===== config.mk =====
export PLATFORM = sky130hd
export DESIGN_NAME = cau_ctrl
export DESIGN_NICKNAME = d
export VERILOG_FILES = /design/src/rtl/cau_pkg.sv /design/src/rtl/cau_ctrl.sv
export SDC_FILE = /design/constraint.sdc
export NUM_CORES = 1
export LEC_CHECK = 0
export BUFFER_PORTS_ARGS = -buffer_cell sky130_fd_sc_hd__buf_2
export CAP_MARGIN = 5
export CORE_AREA = 3 3 65 67
export DETAILED_ROUTE_END_ITERATION = 12
export DIE_AREA = 0 0 68 70
export HOLD_SLACK_MARGIN = 0.02
export PLACE_DENSITY_LB_ADDON = 0.3
export SLEW_MARGIN = 0
export SYNTH_ARGS = -nofsm -noshare
export SYNTH_HDL_FRONTEND = slang
export SYNTH_SLANG_ARGS = --single-unit

===== constraint.sdc =====
create_clock -name clk_i -period 6.91 [get_ports clk_i]
set_clock_uncertainty 0.05 [all_clocks]
set_input_delay 0.691 -clock clk_i [delete_from_list [all_inputs] [get_ports clk_i]]
set_output_delay 0.691 -clock clk_i [all_outputs]
set_load 0.1 [all_outputs]

===== src/rtl/cau_pkg.sv =====
// Shared types and constants of the complex arithmetic unit.
`default_nettype none

package cau_pkg;

  // Q8.24 number format and power limit
  localparam int FracBits = 24;
  localparam int MaxPower = 16;

  // Quotient bits produced by the divider, one per step
  localparam int DivSteps = 32;
  localparam int DivSh    = 32 - FracBits;

  localparam int ExpW     = 5;
  localparam int PowCntW  = $clog2(MaxPower);
  localparam int StepW    = $clog2(DivSteps);
  localparam int CntW     = (PowCntW > StepW) ? PowCntW : StepW;

  localparam logic [31:0] ResMax = 32'h7fff_ffff;
  localparam logic [31:0] ResMin = 32'h8000_0000;

  typedef enum logic [3:0] {
    KIND_ADD   = 4'd0,
    KIND_SUB   = 4'd1,
    KIND_MUL   = 4'd2,
    KIND_DIV   = 4'd3,
    KIND_POW   = 4'd4,
    KIND_CONJ  = 4'd5,
    KIND_ABSRE = 4'd6,
    KIND_ABSIM = 4'd7,
    KIND_MAG2  = 4'd8
  } kind_e;

  // Commands from the controller to the datapath
  typedef enum logic [3:0] {
    CMD_NONE     = 4'd0,
    CMD_LOAD     = 4'd1,
    CMD_SIMPLE   = 4'd2,
    CMD_DEN_PROD = 4'd3,
    CMD_DEN_SUM  = 4'd4,
    CMD_PROD     = 4'd5,
    CMD_SUM      = 4'd6,
    CMD_ABS      = 4'd7,
    CMD_INIT     = 4'd8,
    CMD_STEP     = 4'd9,
    CMD_FIN      = 4'd10
  } dp_cmd_e;

endpackage

`default_nettype wire


===== src/rtl/cau_ctrl.sv =====
// Controller of the complex arithmetic unit: sequences the datapath for each operation.
`default_nettype none

module cau_ctrl (
  input  logic                  clk_i,
  input  logic                  rst_ni,
  input  logic                  start_i,
  input  logic [3:0]            kind_i,
  input  logic [4:0]            exponent_i,
  input  logic                  den_zero_i,
  output logic                  busy_o,
  output logic                  done_o,
  output cau_pkg::dp_cmd_e      cmd_o
);
  import cau_pkg::*;

  typedef enum logic [10:0] {
    S_IDLE     = 11'b000_0000_0001,
    S_SIMPLE   = 11'b000_0000_0010,
    S_DEN_PROD = 11'b000_0000_0100,
    S_DEN_SUM  = 11'b000_0000_1000,
    S_PROD     = 11'b000_0001_0000,
    S_SUM      = 11'b000_0010_0000,
    S_ABS      = 11'b000_0100_0000,
    S_INIT     = 11'b000_1000_0000,
    S_STEP     = 11'b001_0000_0000,
    S_FIN      = 11'b010_0000_0000,
    S_DONE     = 11'b100_0000_0000
  } state_e;

  state_e          state_q, state_d;
  logic [3:0]      kind_q, kind_d;
  logic [CntW-1:0] cnt_q, cnt_d;
  logic [CntW-1:0] pow_cnt;

  // Multiplications still to do: clamped exponent minus one
  always_comb begin
    if (32'(exponent_i) > MaxPower) begin
      pow_cnt = CntW'(MaxPower - 1);
    end else begin
      pow_cnt = CntW'(exponent_i - ExpW'(1));
    end
  end

  always_comb begin
    state_d = state_q;
    kind_d  = kind_q;
    cnt_d   = cnt_q;
    cmd_o   = CMD_NONE;
    case (state_q)
      S_IDLE: begin
        if (start_i) begin
          cmd_o  = CMD_LOAD;
          kind_d = kind_i;
          cnt_d  = pow_cnt;
          if (kind_i inside {KIND_MUL, KIND_MAG2}) begin
            state_d = S_PROD;
          end else if (kind_i == KIND_DIV) begin
            state_d = S_DEN_PROD;
          end else if (kind_i == KIND_POW && exponent_i > ExpW'(1)) begin
            state_d = S_PROD;
          end else begin
            state_d = S_SIMPLE;
          end
        end
      end
      S_SIMPLE: begin
        cmd_o   = CMD_SIMPLE;
        state_d = S_DONE;
      end
      S_DEN_PROD: begin
        cmd_o   = CMD_DEN_PROD;
        state_d = S_DEN_SUM;
      end
      S_DEN_SUM: begin
        cmd_o   = CMD_DEN_SUM;
        state_d = S_PROD;
      end
      S_PROD: begin
        cmd_o   = CMD_PROD;
        state_d = S_SUM;
      end
      S_SUM: begin
        cmd_o = CMD_SUM;
        if (kind_q == KIND_DIV) begin
          state_d = S_ABS;
        end else if (kind_q == KIND_POW && cnt_q != CntW'(1)) begin
          cnt_d   = cnt_q - CntW'(1);
          state_d = S_PROD;
        end else begin
          state_d = S_DONE;
        end
      end
      S_ABS: begin
        cmd_o   = CMD_ABS;
        state_d = den_zero_i ? S_FIN : S_INIT;
      end
      S_INIT: begin
        cmd_o   = CMD_INIT;
        cnt_d   = CntW'(DivSteps - 1);
        state_d = S_STEP;
      end
      S_STEP: begin
        cmd_o = CMD_STEP;
        if (cnt_q == '0) begin
          state_d = S_FIN;
        end else begin
          cnt_d = cnt_q - CntW'(1);
        end
      end
      S_FIN: begin
        cmd_o   = CMD_FIN;
        state_d = S_DONE;
      end
      S_DONE: begin
        state_d = S_IDLE;
      end
      default: begin
        state_d = S_IDLE;
      end
    endcase
  end

  always_ff @(posedge clk_i or negedge rst_ni) begin
    if (!rst_ni) begin
      state_q <= S_IDLE;
      kind_q  <= '0;
      cnt_q   <= '0;
    end else begin
      state_q <= state_d;
      kind_q  <= kind_d;
      cnt_q   <= cnt_d;
    end
  end

  assign busy_o = (state_q != S_IDLE);
  assign done_o = (state_q == S_DONE);

  a_start_busy: assert property (@(posedge clk_i) disable iff (!rst_ni)
    start_i && !busy_o |=> busy_o)
    else $error("accepted transfer did not raise busy");

  a_done_idle: assert property (@(posedge clk_i) disable iff (!rst_ni)
    done_o |=> !busy_o)
    else $error("busy held after result strobe");

  a_busy_until_done: assert property (@(posedge clk_i) disable iff (!rst_ni)
    busy_o && !done_o |=> busy_o)
    else $error("busy dropped without a result strobe");

endmodule

`default_nettype wire

==> run metrics, run 1 <==
status finished, final reports clean; IO Port Bufs 18; RSZ-0062 raised after global routing false; post-synth top area share 0.284; post-synthesis cell type count 55; Ports 19; Lkg Pwr 0.000754 uW; CP arrival 2.90 ns; largest cells by area after synthesis dfrtp_1 (28%), nor2_1 (3.4%), ha_1 (3.0%); first-pass GRT wire length 6870 um; fin crit period 3.64 ns; predominant post-synthesis flop cell dfrtp_1; Tightest Pin Transition 1.14 ns; Clock transition at path regs 0.08 ns; CP startpoint kind flip-flop; Setup CP Type flip-flop to primary output; Max Clk Rate 275 MHz; Root Driver clkbuf_8; vias post-DR 1546; initial antenna violation count 0; CP max FO 13; Die Width 68 um; area grow syn2layout 8.68%; Final Hold Fails 0; Worst path slowest cell nor4_1; layout cells sized above 1 0.190; Post-Route WL 4060 um; Synth Register Bits 20; Yosys Warn Count 0; GRT Overall Usage 0.183; Final Power 597 uW; pwr dens 328 nW/um^2; Routed Antenna Nets 0; TritonCTS Buffers 3; dpl hpwl 3100 um; max-slew violation count 0; initial core utilization 0.454; Worst-Skew Late Latency 0.26 ns; Final nets 213; max cap viols 0; critical path buffer and inverter count 1; Worst Hold Class input port to asynchronous set/reset pin; Worst VDD drop 0.245 mV; die area 4760 sq um; Cell Area, Synth 1670 sq um; Die H 70 um; DR DRC count 0; DR WL/cell 16.7 um; post-synth top area cell dfrtp_1; Post-CTS Setup Repair Bufs 0; Final setup viols 0; Iteration-0 DRC Markers 197; Overflow after GRT 0; kind of end point of the critical path primary output; post_cts resized 0; Post-synth EDFFs 0; slowest stage delay, CP 1.01 ns; row cnt 22; gpl congestion 0.898; Avg Vias per Cell 6.36; hold_buf cts 0; Seq/Total Area, Yosys 0.300; Avg Inst Size Synth 9.04 sq um; asr flop ratio synth 1.00; 1st-pass router iterations 4; CTS Sinks 20; Synth Instances 185; TritonCTS clock tree yes; Worst slew margin 0.235; CP Data Required Time 6.17 ns; vias in the first global route 1484; Largest delay share family, worst path simple AND/OR/NAND/NOR gates; largest net degree at the start of global routing 21; worst-path cell chain nor4_1 -> or2b_1 -> nor3_1 -> or4_1 -> buf_2; setup TNS 0 ns; crit share post-route 0.527; H-Tree Depth 1; CTS max path bufs 2; core area 3690 sq um; syn nets 202; Ant. Diodes 0
cell families after synthesis:
kind of cell,after synthesis,share of synthesized area
buffers and inverters,21,0.0658
AND/OR/NAND/NOR,87,0.325
AO/OA/AOI/OAI,39,0.197
adder cells (fa/ha/maj),4,0.0299
XOR/XNOR,7,0.0366
multiplexers,7,0.0449
flip-flops,20,0.300
synth_stat cells (2+ instances only):
master and count:
a211oi_1 6, a21oi_1 6, a31oi_1 4, a32o_1 2, and4_1 2, and4b_1 2, buf_2 4, buf_6 3
clkbuf_1 3, dfrtp_1 19, ha_1 4, inv_1 9, mux2_2 4, mux2i_1 3, nand2_1 10, nand2b_1 7
nand3_1 5, nand3b_1 2, nand4_1 4, nor2_1 15, nor2b_1 2, nor3_1 10, nor4_1 5, nor4b_1 5
o21a_1 4, o21ai_0 5, or4_1 4, or4_4 3, or4b_1 2, xnor2_1 4, xor2_1 3
power breakdown:
group	switching [uW]	internal (uW)
sequential	46.5	151
combinational	183	98.4
clock	41.4	77.3
total	271	327
per-layer routing:
metal | part of all wire | wire [um] | global-route usage | vias to the layer above
met1 | 0.43 | 1750 | 0.251 | 745
met3 | 0.067 | 272 | 0.0257 | 8
met2 | 0.49 | 1990 | 0.296 | 70
met4 | 0.012 | 48 | 0.0464 | 0
li1 | - | - | - | 723
met5 | 0 | 0 | 0 | -
registers in the layout, summed over array words and instances (netlist names):
register,cells
state_q,11
kind_q,4
cnt_q,5
through the flow:
stage,cells,util,cell area (sq um),hold slack [ns],setup slack [ns]
after global placement,239,0.474,1750,0.443,3.71
after floorplan,185,-,1670,0.345,1.29
after global routing,243,0.493,1820,0.350,3.13
final,243,0.493,1820,0.321,3.27
after detailed placement,239,0.474,1750,0.453,3.59
after CTS,243,0.493,1820,0.343,3.32
placed cells by master, fill, tap and decap left out, types with 2 or more instances in the layout:
cell	instances
nand2b_1	7
dfrtp_1	19
a31oi_1	4
and4b_1	2
or4_1	4
o21ai_0	5
nand3_1	5
or4b_1	2
xor2_1	3
buf_2	18
nand3b_1	2
nor3_1	10
or4_4	3
nor4b_1	5
nor4_1	5
a21oi_1	6
mux2i_1	3
nand4_1	4
nor2b_1	2
a32o_1	2
nand2_1	10
a211oi_1	6
ha_1	4
nor2_1	15
and4_1	2
xnor2_1	4
o21a_1	4
mux2_2	4
inv_1	9
clkbuf_8	3
layout make-up:
cell class / instances / area [sq um]
Fill cell: 374 / 1870
Multi-Input combinational cell: 144 / 1060
Sequential cell: 20 / 502
Timing Repair Buffer: 18 / 90.1
Tap cell: 48 / 60.1
Clock buffer: 3 / 41.3
Inverter: 9 / 33.8
Clock inverter: 1 / 30.0
path summary, 6_finish.rpt:
check	cells past startpoint	end	slack (ns)	from
max in group asynchronous	1	state_q[0]	6.14	rst_ni
worst max register to register	5	state_q[4]	4.21	state_q[5]
worst max-delay path	5	cmd_o[1]	3.27	state_q[5]
min in group clk_i	1	state_q[6]	0.47	kind_q[2]
worst min register to register	1	state_q[6]	0.47	kind_q[2]
worst min-delay path	1	state_q[4]	0.32	rst_ni
Power figures use the tool's default switching activity.
==> run 2, diff against run 1 <==
==> constraint.sdc (replaced) <==
create_clock -name clk_i -period 3.6 [get_ports clk_i]
set_clock_uncertainty 0.05 [all_clocks]
set_input_delay 0.36 -clock clk_i [delete_from_list [all_inputs] [get_ports clk_i]]
set_output_delay 0.36 -clock clk_i [all_outputs]
set_load 0.1 [all_outputs]
==> run metrics, run 2 (same netlist as run 1, synthesis figures left out) <==
Final nets 215 (+0.94%); Setup CP Type flip-flop to primary output; initial antenna violation count 0 (unchanged); Tightest Pin Transition 0.860 ns (-0.277 ns); max cap viols 0 (unchanged); GRT Overall Usage 0.176 (-0.00692); CP Data Required Time 3.19 ns (-2.98 ns); Routed Antenna Nets 0 (unchanged); largest net degree at the start of global routing 21 (unchanged); Ant. Diodes 0 (unchanged); IO Port Bufs 18 (unchanged); Die Width 68 um (unchanged); RSZ-0062 raised after global routing false; pwr dens 600 nW/um^2 (+83%); 1st-pass router iterations 6 (+2); H-Tree Depth 1 (unchanged); Post-Route WL 3880 um (-4.4%); Final setup viols 0 (unchanged); Ports 19 (unchanged); Final Hold Fails 0 (unchanged); area of the multi-input gates 1070 sq um (+0.59%); hold_ws 0.242 ns (-0.0795 ns); row cnt 22 (unchanged); status finished, final reports clean; most frequent cells in the layout dfrtp_1 (19), buf_2 (18), nor2_1 (15); fin crit period 3.06 ns; CP arrival 2.65 ns (-0.25 ns); core area 3690 sq um (unchanged); flip-flop and latch area 502 sq um (unchanged); Iteration-0 DRC Markers 70 (-64%); final core utilization 0.495 (+0.00204); Worst VDD drop 0.614 mV (+150%); CTS max path bufs 2 (unchanged); die area 4760 sq um (unchanged); Avg Vias per Cell 6.03 (-5.2%); CP startpoint kind flip-flop; TritonCTS Buffers 3 (unchanged); Max Clk Rate 327 MHz; Die H 70 um (unchanged); vias post-DR 1477 (-4.5%); post_cts resized 0 (unchanged); CTS Sinks 20 (unchanged); first-pass GRT wire length 6750 um (-1.7%); commonest non-fill, non-tap cell in the layout dfrtp_1; kind of end point of the critical path primary output; vias in the first global route 1426 (-3.9%); Worst slew margin 0.421 (+0.186); crit share post-route 0.850; Lkg Pwr 0.000758 uW (+0.55%); Root Driver clkbuf_8; fill cell count 370 (-1.1%); DR WL/cell 15.9 um (-5.1%); layout cells sized above 1 0.198 (+0.00823); TritonCTS clock tree yes; max-slew violation count 0 (unchanged); dpl hpwl 2970 um (-4.1%); gpl congestion 0.987 (+9.9%); CP max FO 13 (unchanged); Worst Hold Class input port to flip-flop; DR DRC count 0 (unchanged); Most flops, register state_q; max reg flops 11 (unchanged); Top Registers state_q: 11 flops, cnt_q: 5 flops, kind_q: 4 flops; Clock transition at path regs 0.08 ns (about the same); Worst-Skew Late Latency 0.26 ns (about the same); area grow syn2layout 9.12%; Overflow after GRT 0 (unchanged); initial core utilization 0.454 (unchanged)
## run 2: cell count changes in the layout (fill, tap and decap cells not counted)
cell / before / now
buf_4: 0 / 1
bufinv_16: 1 / 0
clkbuf_8: 3 / 4
dlygate4sd3_1: 0 / 1
nor4b_1: 5 / 4
nor4b_2: 0 / 1
o311ai_0: 1 / 0
o311ai_1: 0 / 1
## run 2: layout make-up
cell class	count	area share
Multi-Input combinational cell	144	0.585
Sequential cell	20	0.275
Inverter	9	0.0185
Tap cell	48	0.0329
Clock buffer	4	0.0302
Timing Repair Buffer	20	0.0589
## run 2: metrics by stage
stage	cell area, sq um	setup slack [ns]	power, uW	setup TNS, ns	cells
2_1_floorplan	1680	-0.509	816	-0.509	185
3_3_place_gp	1760	0.863	906	0	240
3_5_place_dp	1760	0.837	915	0	240
4_1_cts	1830	0.534	1090	0	245
5_1_grt	1830	0.463	1160	0	245
6_report	1830	0.541	1090	0	245
## run 2: layer usage
metal / vias up / global-route usage / part of all wire
met5: - / 0 / 0
met4: 0 / 0.0265 / 0.0077
met3: 5 / 0.0193 / 0.039
met2: 37 / 0.278 / 0.47
met1: 714 / 0.259 / 0.48
li1: 721 / - / -
## run 2: path summary, 6_finish.rpt
kind                                  from          to  slack, ns  cells after the start
worst max-delay path            state_q[5]    cmd_o[0]       0.54                      4
worst max register to register  state_q[5]    cnt_q[1]       1.05                      5
min in group asynchronous           rst_ni    cnt_q[3]       0.53                      2
worst min-delay path            den_zero_i  state_q[7]       0.24                      2
max in group asynchronous           rst_ni  state_q[0]       2.62                      2
worst min register to register   kind_q[2]  state_q[6]       0.44                      1
## run 2: worst max-delay path, cell delays in order (launching register included)
cell and delay, ns:
dfrtp_1 0.54, or4_1 0.62, or4_4 0.63, o311ai_1 0.13, buf_2 0.48
## run 2: power breakdown
part | internal [uW] | switching, uW | leakage [uW]
clock network | 97.5 | 79.3 | 0.0000288
registers | 289 | 87.0 | 0.000248
logic | 193 | 349 | 0.000480
total | 580 | 515 | 0.000758
## run 2: what timing repair did
item / CTS / global route
hold buffers: 1 / 0
setup buffers: 0 / 0
hold endpoints to repair: 19 / 0
==> run 3, diff against run 2 <==
==> constraint.sdc (replaced) <==
create_clock -name clk_i -period 3.1 [get_ports clk_i]
set_clock_uncertainty 0.05 [all_clocks]
set_input_delay 0.31 -clock clk_i [delete_from_list [all_inputs] [get_ports clk_i]]
set_output_delay 0.31 -clock clk_i [all_outputs]
set_load 0.1 [all_outputs]
==> run metrics, run 3 (same netlist as run 1, synthesis figures left out) <==
worst-path cell chain or4_1 -> or4_4 -> o311ai_1 -> buf_2; Max Used Layer met4; row cnt 22 (unchanged); Routed Antenna Nets 0 (unchanged); Post-Route WL 4010 um (+3.2%); Ports 19 (unchanged); initial core utilization 0.454 (unchanged); core area 3690 sq um (unchanged); status finished, final reports clean; largest net degree at the start of global routing 21 (unchanged); crit share post-route 0.966; Metal-1 WL 1800 um (-3.5%); most frequent cells in the layout dfrtp_1 (19), buf_2 (18), nor2_1 (15); dpl hpwl 3130 um (+5.5%); combinational power share 0.482 (-0.013); Tightest Pin Transition 0.801 ns (-0.0592 ns); hold_buf cts 1 (unchanged); max-slew violation count 0 (unchanged); 1st-pass router iterations 4 (-2); CTS Sinks 20 (unchanged); DR DRC count 0 (unchanged); Largest delay share family, worst path simple AND/OR/NAND/NOR gates; RSZ-0062 raised after global routing false; Final Power 1340 uW (+22%); post_cts resized 0 (unchanged); sw frac 0.449 (-0.0214); CP startpoint kind flip-flop; CTS max path bufs 2 (unchanged); initial antenna violation count 0 (unchanged); Die Width 68 um (unchanged); first-pass GRT wire length 6760 um (+0.21%); Final Hold Fails 0 (unchanged); Avg Vias per Cell 6.09 (+1.1%); Root Driver clkbuf_8; Ant. Diodes 0 (unchanged); WL met3 189 um (+25%); Final setup viols 0 (unchanged); IO Port Bufs 18 (unchanged); critical path buffer and inverter count 1 (unchanged); Iteration-0 DRC Markers 103 (+47%); kind of end point of the critical path primary output; Post-CTS Setup Repair Bufs 0 (unchanged); part of the power in the clock network 0.196 (+0.035); hold_ws 0.172 ns (-0.0695 ns); Die H 70 um (unchanged); Max Clk Rate 334 MHz; Worst-Skew Late Latency 0.26 ns (about the same); pwr dens 716 nW/um^2 (+19%); layout cells sized above 1 0.214 (+0.0160); gpl congestion 0.876 (-11%); H-Tree Depth 1 (unchanged); Overflow after GRT 0 (unchanged); DR WL/cell 16.1 um (+1.5%); CP max FO 11 (-2); met2 WL 1950 um (+6.2%); Worst slew margin 0.459 (+0.0372); max reg flops 11 (unchanged); vias post-DR 1517 (+2.7%); commonest non-fill, non-tap cell in the layout dfrtp_1; Setup CP Type flip-flop to primary output; max cap viols 0 (unchanged); Internal 738 uW (+27%); Worst VDD drop 0.442 mV (-28%); sequential share of power 0.322 (-0.022); Final nets 219 (+1.9%); Worst Hold Class input port to flip-flop; Most flops, register state_q; slowest stage delay, CP 0.63 ns (about the same); Worst path slowest cell or4_1; vias in the first global route 1482 (+3.9%); Psw 601 uW (+17%); die area 4760 sq um (unchanged); Lkg Pwr 0.000785 uW (+3.6%); TritonCTS Buffers 3 (unchanged); fin crit period 2.99 ns; Top Registers state_q: 11 flops, cnt_q: 5 flops, kind_q: 4 flops; TritonCTS clock tree yes; GRT Overall Usage 0.179 (+0.00375); CP arrival 2.63 ns (-0.02 ns); Clock transition at path regs 0.08 ns (about the same); CP Data Required Time 2.74 ns (-0.45 ns); area grow syn2layout 11.9%
-- run 3: cell types whose count changed in the layout (fill, tap and decap cells not counted), sizes merged --
cell / change
bufinv: +1
clkbuf: -1
buf: +4
-- run 3: final timing paths --
kind                                 start         end  slack, ns  cells past startpoint
worst max-delay path            state_q[4]    cmd_o[0]       0.11                      4
worst min-delay path            den_zero_i  state_q[7]       0.17                      2
worst max register to register  state_q[4]    cnt_q[1]       0.57                      5
worst min register to register   kind_q[2]  state_q[6]       0.44                      1
max in group asynchronous           rst_ni  state_q[0]       2.17                      2
min in group asynchronous           rst_ni    cnt_q[1]       0.48                      2
-- run 3: power groups by stage --
stage                     registers, uW  logic, uW  clock network [uW]
after floorplan                     387        561                   0
after global placement              430        631                   0
after detailed placement            433        643                   0
after CTS                           428        646                 264
after global routing                441        700                 274
final                               431        646                 263
-- run 3: layout make-up --
| class | count | area (sq um) |
|---|---|---|
| Tap cell | 48 | 60.1 |
| Clock buffer | 3 | 41.3 |
| Fill cell | 361 | 1820 |
| Inverter | 9 | 33.8 |
| Sequential cell | 20 | 502 |
| Multi-Input combinational cell | 144 | 1070 |
| Timing Repair Buffer | 24 | 138 |
| Clock inverter | 1 | 30.0 |
-- run 3: worst reg2reg max path: stages, from the launching register on --
cell and delay, ns:
dfrtp_1 0.51, or4_1 0.63, or4_4 0.58, nor2_1 0.34, a32o_1 0.23, a21oi_1 0.06
-- run 3: per-layer routing --
layer  track usage  vias up
li1              -      729
met1         0.239      730
met2         0.296       50
met3        0.0241        8
met4        0.0530        0
met5             0        -
-- run 3: per-stage QoR --
step,worst slack (ns),utilization,std cells,TNS [ns],area [sq um]
final,0.106,0.507,249,0,1870
after global routing,0.00344,0.507,249,0,1870
after CTS,0.103,0.507,249,0,1870
after detailed placement,0.394,0.485,244,0,1790
after global placement,0.441,0.485,244,0,1790
after floorplan,-0.959,-,185,-0.959,1680
